**config.mk**
```make
export PLATFORM = sky130hd
export DESIGN_NAME = pokf_alu
export DESIGN_NICKNAME = d
export VERILOG_FILES = /design/src/pokf_pkg.sv /design/src/pokf_alu.sv
export SDC_FILE = /design/constraint.sdc
export NUM_CORES = 2
export LEC_CHECK = 0
export BUFFER_PORTS_ARGS = -buffer_cell sky130_fd_sc_hd__buf_2
export CORE_MARGIN = 2
export CORE_UTILIZATION = 55
export DETAILED_ROUTE_END_ITERATION = 16
export MAX_ROUTING_LAYER = met4
export PLACE_DENSITY = 0.7
export SYNTH_ARGS = -nofsm -noshare
export SYNTH_HDL_FRONTEND = slang
export SYNTH_SLANG_ARGS = --single-unit
```
**constraint.sdc**
```tcl
create_clock -name clk -period 13.6 [get_ports clk]
set_input_delay 0.68 -clock clk [delete_from_list [all_inputs] [get_ports clk]]
set_output_delay 0.68 -clock clk [all_outputs]
set_load 0.01 [all_outputs]
```
**src/pokf_pkg.sv**
```systemverilog
`timescale 1ns / 1ps
package pokf_pkg;

  localparam int DATA_W     = 48;
  localparam int FRAC_W     = 32;
  localparam int TS_W       = 33;
  localparam int NOISE_W    = 47;
  localparam int HALF_W     = DATA_W / 2;
  localparam int PROD_W     = 2 * DATA_W;
  localparam int QUO_W      = DATA_W + FRAC_W;
  localparam int DIV_CNT_W  = 7;
  localparam int ADDR_W     = 7;
  localparam int MEM_DEPTH  = 1 << ADDR_W;
  localparam int CODE_W     = 8;
  localparam int PC_W       = 9;
  localparam int PROG_DEPTH = 1 << PC_W;

  localparam logic signed [DATA_W-1:0] VMAX    = {1'b0, {(DATA_W-1){1'b1}}};
  localparam logic signed [DATA_W-1:0] VMIN    = {1'b1, {(DATA_W-1){1'b0}}};
  localparam logic signed [DATA_W-1:0] FIX_ONE = DATA_W'(64'd1 << FRAC_W);

  localparam logic [TS_W-1:0]    TS_RESET    = TS_W'(429496730);
  localparam logic [NOISE_W-1:0] NOISE_RESET = NOISE_W'(4294967);

  typedef enum logic [1:0] {
    CMD_VEL  = 2'd0,
    CMD_YAW  = 2'd1,
    CMD_PRED = 2'd2,
    CMD_MEAS = 2'd3
  } cmd_t;

  typedef enum logic [1:0] {
    REG_TIME_STEP  = 2'd0,
    REG_PROC_NOISE = 2'd1,
    REG_MEAS_NOISE = 2'd2,
    REG_INIT_COV   = 2'd3
  } reg_idx_t;

  typedef enum logic [2:0] {
    OP_ADD  = 3'd0,
    OP_SUB  = 3'd1,
    OP_MUL  = 3'd2,
    OP_DIV  = 3'd3,
    OP_CHKZ = 3'd4,
    OP_ENDN = 3'd5,
    OP_ENDR = 3'd6
  } op_t;

  typedef struct packed {
    op_t               op;
    logic [ADDR_W-1:0] dst;
    logic [CODE_W-1:0] a;
    logic [CODE_W-1:0] b;
  } instr_t;

  typedef instr_t [PROG_DEPTH-1:0] prog_t;

  typedef struct packed {
    logic start;
    op_t  op;
  } alu_req_t;

  // operand sources outside the scratch memory
  localparam int K_ZERO = 128;
  localparam int K_ONE  = 129;
  localparam int K_DT   = 130;
  localparam int K_Q    = 131;
  localparam int K_RN   = 132;
  localparam int K_IC   = 133;
  localparam int K_VX   = 134;
  localparam int K_VY   = 135;
  localparam int K_YR   = 136;
  localparam int K_ZX   = 137;
  localparam int K_ZY   = 138;
  localparam int K_ZH   = 139;

  // scratch memory map
  localparam int A_P   = 0;
  localparam int A_C   = 3;
  localparam int A_V   = 12;
  localparam int A_DX  = 16;
  localparam int A_DY  = 17;
  localparam int A_DH  = 18;
  localparam int A_Q   = 19;
  localparam int A_F2  = 22;
  localparam int A_F5  = 23;
  localparam int A_X   = 24;
  localparam int A_U   = 25;
  localparam int A_DET = 26;
  localparam int A_Y   = 27;
  localparam int A_S   = 30;
  localparam int A_T   = 33;
  localparam int A_CF  = 42;
  localparam int A_I   = 51;
  localparam int A_G   = 60;

  localparam int M_F  = 0;
  localparam int M_FT = 1;
  localparam int M_C  = 2;
  localparam int M_T  = 3;
  localparam int M_I  = 4;
  localparam int M_G  = 5;
  localparam int M_S  = 6;

  localparam logic [PC_W-1:0] PC_INIT   = PC_W'(0);
  localparam logic [PC_W-1:0] PC_RELOAD = PC_W'(6);
  localparam logic [PC_W-1:0] PC_VEL    = PC_W'(16);
  localparam logic [PC_W-1:0] PC_YAW    = PC_W'(19);
  localparam logic [PC_W-1:0] PC_PRED   = PC_W'(21);
  localparam logic [PC_W-1:0] PC_MEAS   = PC_W'(128);

  function automatic logic signed [DATA_W-1:0] sat_mag(logic [QUO_W-1:0] m, logic n);
    logic signed [DATA_W-1:0] v;
    v = $signed(m[DATA_W-1:0]);
    if (|m[QUO_W-1:DATA_W-1]) return n ? VMIN : VMAX;
    return n ? -v : v;
  endfunction

  function automatic instr_t mk(op_t op, int d, int a, int b);
    instr_t r;
    r.op  = op;
    r.dst = ADDR_W'(d);
    r.a   = CODE_W'(a);
    r.b   = CODE_W'(b);
    return r;
  endfunction

  function automatic int mcode(int sel, int idx);
    int c;
    c = K_ZERO;
    case (sel)
      M_F: begin
        if (idx == 0 || idx == 4 || idx == 8) c = K_ONE;
        else if (idx == 2) c = A_F2;
        else if (idx == 5) c = A_F5;
      end
      M_FT: begin
        if (idx == 0 || idx == 4 || idx == 8) c = K_ONE;
        else if (idx == 6) c = A_F2;
        else if (idx == 7) c = A_F5;
      end
      M_C: c = A_C + idx;
      M_T: c = A_T + idx;
      M_I: c = A_I + idx;
      M_G: c = A_G + idx;
      M_S: begin
        if (idx == 0) c = A_S;
        else if (idx == 4) c = A_S + 1;
        else if (idx == 8) c = A_S + 2;
        else c = A_C + idx;
      end
      default: c = K_ZERO;
    endcase
    return c;
  endfunction

  function automatic instr_t mm_instr(int as, int bs, int rs, int k);
    int e;
    int s;
    int i;
    int j;
    instr_t r;
    e = k / 5;
    s = k % 5;
    i = e / 3;
    j = e % 3;
    case (s)
      0:       r = mk(OP_MUL, A_X, mcode(as, i * 3), mcode(bs, j));
      1:       r = mk(OP_MUL, A_U, mcode(as, i * 3 + 1), mcode(bs, 3 + j));
      2:       r = mk(OP_ADD, A_X, A_X, A_U);
      3:       r = mk(OP_MUL, A_U, mcode(as, i * 3 + 2), mcode(bs, 6 + j));
      default: r = mk(OP_ADD, mcode(rs, e), A_X, A_U);
    endcase
    return r;
  endfunction

  function automatic prog_t build_prog();
    prog_t p;
    int n;
    int i1;
    int i2;
    int j1;
    int j2;
    for (int k = 0; k < PROG_DEPTH; k++) p[k] = mk(OP_ENDN, 0, K_ZERO, K_ZERO);
    n = 0;
    // reset: pose and control to zero, then covariance load
    for (int k = 0; k < 3; k++) begin p[n] = mk(OP_ADD, A_P + k, K_ZERO, K_ZERO); n = n + 1; end
    for (int k = 0; k < 3; k++) begin p[n] = mk(OP_ADD, A_V + k, K_ZERO, K_ZERO); n = n + 1; end
    for (int k = 0; k < 9; k++) begin
      p[n] = mk(OP_ADD, A_C + k, (k % 4 == 0) ? K_IC : K_ZERO, K_ZERO);
      n = n + 1;
    end
    p[n] = mk(OP_ENDN, 0, K_ZERO, K_ZERO); n = n + 1;
    // velocity
    p[n] = mk(OP_ADD, A_V, K_VX, K_ZERO); n = n + 1;
    p[n] = mk(OP_ADD, A_V + 1, K_VY, K_ZERO); n = n + 1;
    p[n] = mk(OP_ENDN, 0, K_ZERO, K_ZERO); n = n + 1;
    // yaw rate
    p[n] = mk(OP_ADD, A_V + 2, K_YR, K_ZERO); n = n + 1;
    p[n] = mk(OP_ENDN, 0, K_ZERO, K_ZERO); n = n + 1;
    // predict
    p[n] = mk(OP_MUL, A_DX, A_V, K_DT); n = n + 1;
    p[n] = mk(OP_MUL, A_DY, A_V + 1, K_DT); n = n + 1;
    p[n] = mk(OP_MUL, A_DH, A_V + 2, K_DT); n = n + 1;
    p[n] = mk(OP_ADD, A_Q, A_P, A_DX); n = n + 1;
    p[n] = mk(OP_ADD, A_Q + 1, A_P + 1, A_DY); n = n + 1;
    p[n] = mk(OP_ADD, A_Q + 2, A_P + 2, A_DH); n = n + 1;
    p[n] = mk(OP_SUB, A_F2, K_ZERO, A_DY); n = n + 1;
    p[n] = mk(OP_ADD, A_F5, A_DX, K_ZERO); n = n + 1;
    p[n] = mk(OP_MUL, A_U, A_F2, A_Q + 2); n = n + 1;
    p[n] = mk(OP_ADD, A_P, A_Q, A_U); n = n + 1;
    p[n] = mk(OP_MUL, A_U, A_F5, A_Q + 2); n = n + 1;
    p[n] = mk(OP_ADD, A_P + 1, A_Q + 1, A_U); n = n + 1;
    p[n] = mk(OP_ADD, A_P + 2, A_Q + 2, K_ZERO); n = n + 1;
    for (int k = 0; k < 45; k++) begin p[n] = mm_instr(M_F, M_C, M_T, k); n = n + 1; end
    for (int k = 0; k < 45; k++) begin p[n] = mm_instr(M_T, M_FT, M_C, k); n = n + 1; end
    for (int k = 0; k < 3; k++) begin p[n] = mk(OP_ADD, A_C + 4 * k, A_C + 4 * k, K_Q); n = n + 1; end
    p[n] = mk(OP_ENDN, 0, K_ZERO, K_ZERO); n = n + 1;
    // measurement
    for (int k = 0; k < 3; k++) begin p[n] = mk(OP_ADD, A_S + k, A_C + 4 * k, K_RN); n = n + 1; end
    for (int i = 0; i < 3; i++) begin
      for (int j = 0; j < 3; j++) begin
        i1 = (i + 1) % 3;
        i2 = (i + 2) % 3;
        j1 = (j + 1) % 3;
        j2 = (j + 2) % 3;
        p[n] = mk(OP_MUL, A_X, mcode(M_S, i1 * 3 + j1), mcode(M_S, i2 * 3 + j2)); n = n + 1;
        p[n] = mk(OP_MUL, A_U, mcode(M_S, i1 * 3 + j2), mcode(M_S, i2 * 3 + j1)); n = n + 1;
        p[n] = mk(OP_SUB, A_CF + i * 3 + j, A_X, A_U); n = n + 1;
      end
    end
    p[n] = mk(OP_MUL, A_X, mcode(M_S, 0), A_CF); n = n + 1;
    p[n] = mk(OP_MUL, A_U, mcode(M_S, 1), A_CF + 1); n = n + 1;
    p[n] = mk(OP_ADD, A_X, A_X, A_U); n = n + 1;
    p[n] = mk(OP_MUL, A_U, mcode(M_S, 2), A_CF + 2); n = n + 1;
    p[n] = mk(OP_ADD, A_DET, A_X, A_U); n = n + 1;
    p[n] = mk(OP_CHKZ, 0, A_DET, K_ZERO); n = n + 1;
    for (int i = 0; i < 3; i++) begin
      for (int j = 0; j < 3; j++) begin
        p[n] = mk(OP_DIV, A_I + i * 3 + j, A_CF + j * 3 + i, A_DET); n = n + 1;
      end
    end
    for (int k = 0; k < 45; k++) begin p[n] = mm_instr(M_C, M_I, M_G, k); n = n + 1; end
    for (int k = 0; k < 3; k++) begin p[n] = mk(OP_SUB, A_Y + k, K_ZX + k, A_P + k); n = n + 1; end
    for (int i = 0; i < 3; i++) begin
      p[n] = mk(OP_MUL, A_U, A_G + i * 3, A_Y); n = n + 1;
      p[n] = mk(OP_ADD, A_X, A_P + i, A_U); n = n + 1;
      p[n] = mk(OP_MUL, A_U, A_G + i * 3 + 1, A_Y + 1); n = n + 1;
      p[n] = mk(OP_ADD, A_X, A_X, A_U); n = n + 1;
      p[n] = mk(OP_MUL, A_U, A_G + i * 3 + 2, A_Y + 2); n = n + 1;
      p[n] = mk(OP_ADD, A_P + i, A_X, A_U); n = n + 1;
    end
    for (int k = 0; k < 9; k++) begin
      p[n] = mk(OP_SUB, A_G + k, (k % 4 == 0) ? K_ONE : K_ZERO, A_G + k);
      n = n + 1;
    end
    for (int k = 0; k < 45; k++) begin p[n] = mm_instr(M_G, M_C, M_T, k); n = n + 1; end
    for (int k = 0; k < 9; k++) begin p[n] = mk(OP_ADD, A_C + k, A_T + k, K_ZERO); n = n + 1; end
    p[n] = mk(OP_ENDR, 0, K_ZERO, K_ZERO);
    return p;
  endfunction

endpackage

```
**src/pokf_alu.sv**
```systemverilog
`timescale 1ns / 1ps
module pokf_alu (
  input  logic                                clk,
  input  logic                                rst,
  input  pokf_pkg::alu_req_t                  req,
  input  logic signed [pokf_pkg::DATA_W-1:0]  a,
  input  logic signed [pokf_pkg::DATA_W-1:0]  b,
  output logic                                done,
  output logic signed [pokf_pkg::DATA_W-1:0]  res
);
  import pokf_pkg::*;

  typedef enum logic [4:0] {
    AS_IDLE = 5'b00001,
    AS_MUL  = 5'b00010,
    AS_MRND = 5'b00100,
    AS_DIV  = 5'b01000,
    AS_DFIN = 5'b10000
  } alu_state_t;

  alu_state_t state;
  logic [DATA_W-1:0] mag_a, mag_b, ma, mb;
  logic neg;
  logic [1:0] pcnt;
  logic [HALF_W-1:0] pa, pb;
  logic [DATA_W-1:0] part;
  logic [PROD_W-1:0] acc, part_sh, acc_rnd;
  logic [PROD_W-FRAC_W-1:0] rnd_mag;
  logic [DATA_W:0] sum, dif;
  logic signed [DATA_W-1:0] sum_sat, dif_sat;
  logic [QUO_W-1:0] dvd, quo;
  logic [DATA_W-1:0] rem, rem_next;
  logic [DATA_W:0] rem_sh, rem_sub;
  logic rem_ge;
  logic [DIV_CNT_W-1:0] dcnt;

  assign mag_a = a[DATA_W-1] ? DATA_W'(-a) : DATA_W'(a);
  assign mag_b = b[DATA_W-1] ? DATA_W'(-b) : DATA_W'(b);

  assign sum = {a[DATA_W-1], a} + {b[DATA_W-1], b};
  assign dif = {a[DATA_W-1], a} - {b[DATA_W-1], b};
  assign sum_sat = (sum[DATA_W] != sum[DATA_W-1]) ? (sum[DATA_W] ? VMIN : VMAX)
                                                  : $signed(sum[DATA_W-1:0]);
  assign dif_sat = (dif[DATA_W] != dif[DATA_W-1]) ? (dif[DATA_W] ? VMIN : VMAX)
                                                  : $signed(dif[DATA_W-1:0]);

  assign pa   = pcnt[1] ? ma[DATA_W-1:HALF_W] : ma[HALF_W-1:0];
  assign pb   = pcnt[0] ? mb[DATA_W-1:HALF_W] : mb[HALF_W-1:0];
  assign part = DATA_W'(pa) * DATA_W'(pb);

  always_comb begin
    case (pcnt)
      2'd0:       part_sh = PROD_W'(part);
      2'd1, 2'd2: part_sh = PROD_W'(part) << HALF_W;
      default:    part_sh = PROD_W'(part) << DATA_W;
    endcase
  end

  assign acc_rnd = acc + (PROD_W'(1) << (FRAC_W - 1));
  assign rnd_mag = acc_rnd[PROD_W-1:FRAC_W];

  assign rem_sh   = {rem, dvd[QUO_W-1]};
  assign rem_ge   = rem_sh >= {1'b0, mb};
  assign rem_sub  = rem_sh - {1'b0, mb};
  assign rem_next = rem_ge ? rem_sub[DATA_W-1:0] : rem_sh[DATA_W-1:0];

  always_ff @(posedge clk) begin
    if (rst) begin
      state <= AS_IDLE;
      done  <= 1'b0;
    end else begin
      done <= ((state == AS_IDLE) && req.start && !(req.op inside {OP_MUL, OP_DIV}))
              || (state == AS_MRND) || (state == AS_DFIN);
      case (state)
        AS_IDLE: begin
          if (req.start) begin
            case (req.op)
              OP_ADD: res <= sum_sat;
              OP_SUB: res <= dif_sat;
              OP_MUL: begin
                ma    <= mag_a;
                mb    <= mag_b;
                neg   <= a[DATA_W-1] ^ b[DATA_W-1];
                acc   <= '0;
                pcnt  <= '0;
                state <= AS_MUL;
              end
              OP_DIV: begin
                mb    <= mag_b;
                dvd   <= {mag_a, FRAC_W'(0)};
                quo   <= '0;
                rem   <= '0;
                dcnt  <= '0;
                neg   <= a[DATA_W-1] ^ b[DATA_W-1];
                state <= AS_DIV;
              end
              default: ;
            endcase
          end
        end
        AS_MUL: begin
          acc  <= acc + part_sh;
          pcnt <= pcnt + 2'd1;
          if (pcnt == 2'd3) state <= AS_MRND;
        end
        AS_MRND: begin
          res   <= sat_mag(QUO_W'(rnd_mag), neg);
          state <= AS_IDLE;
        end
        AS_DIV: begin
          rem  <= rem_next;
          quo  <= {quo[QUO_W-2:0], rem_ge};
          dvd  <= dvd << 1;
          dcnt <= dcnt + DIV_CNT_W'(1);
          if (dcnt == DIV_CNT_W'(QUO_W - 1)) state <= AS_DFIN;
        end
        AS_DFIN: begin
          res   <= sat_mag(quo, neg);
          state <= AS_IDLE;
        end
        default: state <= AS_IDLE;
      endcase
    end
  end

endmodule

```
==> results.json <==
{
  "status": "completed",
  "cp_max_fo": 29,
  "placed_cell_area_um2": 60100,
  "hpwl_um": 162000,
  "postCtsSetupBuffers": 0,
  "slowest_delay_ps": 1100,
  "grt_pass1_wl_um": 306000,
  "cts-resized-gates": 0,
  "die_y_um": 329,
  "worst_slew_pin_slew_ps": 1410,
  "worstSetupStartpointType": "register",
  "required_ps": 14080,
  "path_clk_slew_ps": 60,
  "endpoint_kind": "register",
  "syn_inst": 6954,
  "finClkSkew_ps": 42.6,
  "synth_edf_count": 426,
  "hold_buffers": 0,
  "syn_to_final_growth_pct": 6.82,
  "drive_above_1_share": 0.0682,
  "drv_cap": 0,
  "async_flop_share": 0,
  "hold_viol": 0,
  "cts-buffers-inserted": 52,
  "cts_tree": "yes",
  "setup_ws_ps": 875,
  "htree_levels": 2,
  "synth.cell_area_um2": 58000,
  "grtUsageTotal": 0.386,
  "io_buffers": 150,
  "arrival_ps": 13210,
  "finalInstanceArea_um2": 61900,
  "path_class": "register to register",
  "grt_max_degree": 107,
  "dr_total_vias": 53100,
  "clkLatencyLatePin_ps": 680,
  "crit_top_cell": "fa_1",
  "syn_avg_cell_area_um2": 8.34,
  "post-place-ws_ps": 1260,
  "core-area_um2": 105000,
  "setup_viol": 0,
  "ys_types": 90,
  "yosysWarnings": 0,
  "synth-seq-cells": 432,
  "totalNegativeSetupSlack_ps": 0,
  "crit_slowest_cell": "a21boi_1",
  "place.gp.congestion": 1.09,
  "drtIter0Drc": 5984,
  "wl_per_cell_um": 24.4,
  "fp.dieW_um": 329,
  "ys.flop_type": "edfxtp_1",
  "firstDrtPassIters": 6,
  "fmax_mhz": 78.6,
  "nNetsFinal": 7929,
  "initial_core_util": 0.552,
  "grt_pass1_vias": 50000,
  "rsz0062_at_grt": "no",
  "grt_antenna_before_repair": 20,
  "viasPerCell": 6.34,
  "final_antenna_net_count": 0,
  "cts_root_buffer": "clkbuf_16",
  "drcViolationCount": 0,
  "period_needed_ps": 12730,
  "wl_um": 205000,
  "die-area_um2": 108000,
  "hold_class": "input pin to register",
  "cts_max_path_buffers": 3,
  "cts.sinks": 432,
  "pin_count": 151,
  "finalCritPeriodShare": 0.936,
  "grt_overflow_total": 0,
  "syn_nets": 7963,
  "slew_viol_final": 0,
  "relSlewSlack": 0.0606,
  "ys_seq_area_frac": 0.223,
  "rows": 119
}
## critical path, delay by kind of cell (launching register included)
family                   cells  cell delay (ps)
AO/OA/AOI/OAI               17             5520
buffers and inverters        7              870
XOR/XNOR                     1              580
flip-flops                   1              520
adder cells (fa/ha/maj)      9             3980
AND/OR/NAND/NOR              5             1070
## synthesized netlist by cell type, types with 42 or more instances
cell | number | area share
o211ai_1 | 46 | 0.0060
and2_1 | 135 | 0.015
o21bai_1 | 62 | 0.0080
clkbuf_1 | 311 | 0.020
nand4_1 | 83 | 0.0090
nor3_1 | 117 | 0.010
nand3_1 | 121 | 0.010
a31oi_1 | 52 | 0.0056
xnor2_1 | 299 | 0.045
and3_1 | 56 | 0.0060
a211oi_1 | 42 | 0.0054
o21ai_0 | 393 | 0.034
nand2_1 | 658 | 0.043
mux2i_1 | 79 | 0.014
nor2b_1 | 46 | 0.0050
nor2_1 | 852 | 0.055
edfxtp_1 | 426 | 0.22
a21o_1 | 138 | 0.018
xor2_1 | 98 | 0.015
o31ai_1 | 66 | 0.0085
or3_1 | 49 | 0.0053
nand2b_1 | 56 | 0.0060
ha_1 | 421 | 0.091
fa_1 | 486 | 0.17
inv_1 | 794 | 0.051
nor4_1 | 65 | 0.0070
a21oi_1 | 465 | 0.040
## metal layers
metal,track usage,vias up,share of wire
met5,-,-,0
met4,0.203,0,0.064
met3,0.0792,527,0.11
met2,0.545,2929,0.42
met1,0.520,25800,0.41
li1,-,23800,-
## kinds of logic after synthesis
logic type / share of synthesized area
xor gates and xnor gates: 0.0604
AOI/OAI and AO/OA: 0.176
buffers and inverters: 0.0738
DFF: 0.223
muxes: 0.0202
and+or+nand+nor: 0.188
adders and majority gates: 0.259
## per-stage QoR
| stage | util | hold WS (ps) | std cells |
|---|---|---|---|
| 2_1_floorplan | - | 495 | 6954 |
| 3_3_place_gp | 0.573 | 529 | 8257 |
| 3_5_place_dp | 0.573 | 539 | 8257 |
| 4_1_cts | 0.590 | 270 | 8355 |
| 5_1_grt | 0.590 | 297 | 8374 |
| 6_report | 0.590 | 310 | 8375 |
## worst paths after layout
check / start / to / slack, ps / cells past startpoint
max reg2reg: pcnt[0]$_SDFFCE_PN0P_ / acc[81]$_SDFFCE_PN0P_ / 870 / 39
min: a[0] / ma[0]$_DFFE_PP_ / 310 / 1
max: pcnt[0]$_SDFFCE_PN0P_ / acc[81]$_SDFFCE_PN0P_ / 870 / 39
min reg2reg: dvd[38]$_DFFE_PP_ / dvd[39]$_DFFE_PP_ / 530 / 2
## state kept, by name (all words and copies together) (netlist names), 7 cells and up
| signal | count |
|---|---|
| acc | 96 |
| res | 48 |
| dcnt | 7 |
| quo | 80 |
| mb | 48 |
| dvd | 48 |
| ma | 48 |
| rem | 48 |
## placed cells by master (no fill, tap or decap), types with 46 or more instances in the layout
cell and instances:
and2_1 135, ha_1 421, xnor2_1 299, mux2i_1 75, nor3_1 114, inv_1 793
a21o_1 138, a21oi_1 462, nor4_1 62, o21bai_1 62, and3_1 56, buf_4 101
o31ai_1 66, nor2_1 849, nand3_1 121, nand4_1 83, nand2b_1 56, buf_2 150
xor2_1 98, fa_1 486, nand2_1 658, clkbuf_16 52, nor2b_1 46, o211ai_1 46
o21ai_0 390, a31oi_1 52, or3_1 49, edfxtp_1 426
## layout make-up
cell class / count / area [um^2]
Timing Repair Buffer: 252 / 1530
Clock buffer: 54 / 1310
Inverter: 796 / 2990
Fill cell: 9475 / 43000
Clock inverter: 44 / 474
Antenna cell: 20 / 50.0
Tap cell: 1391 / 1740
Multi-Input combinational cell: 5386 / 40900
Sequential cell: 432 / 12900
Power is not shown: default switching activity piles up to over one toggle a cycle in this logic, so the estimate is an artifact.
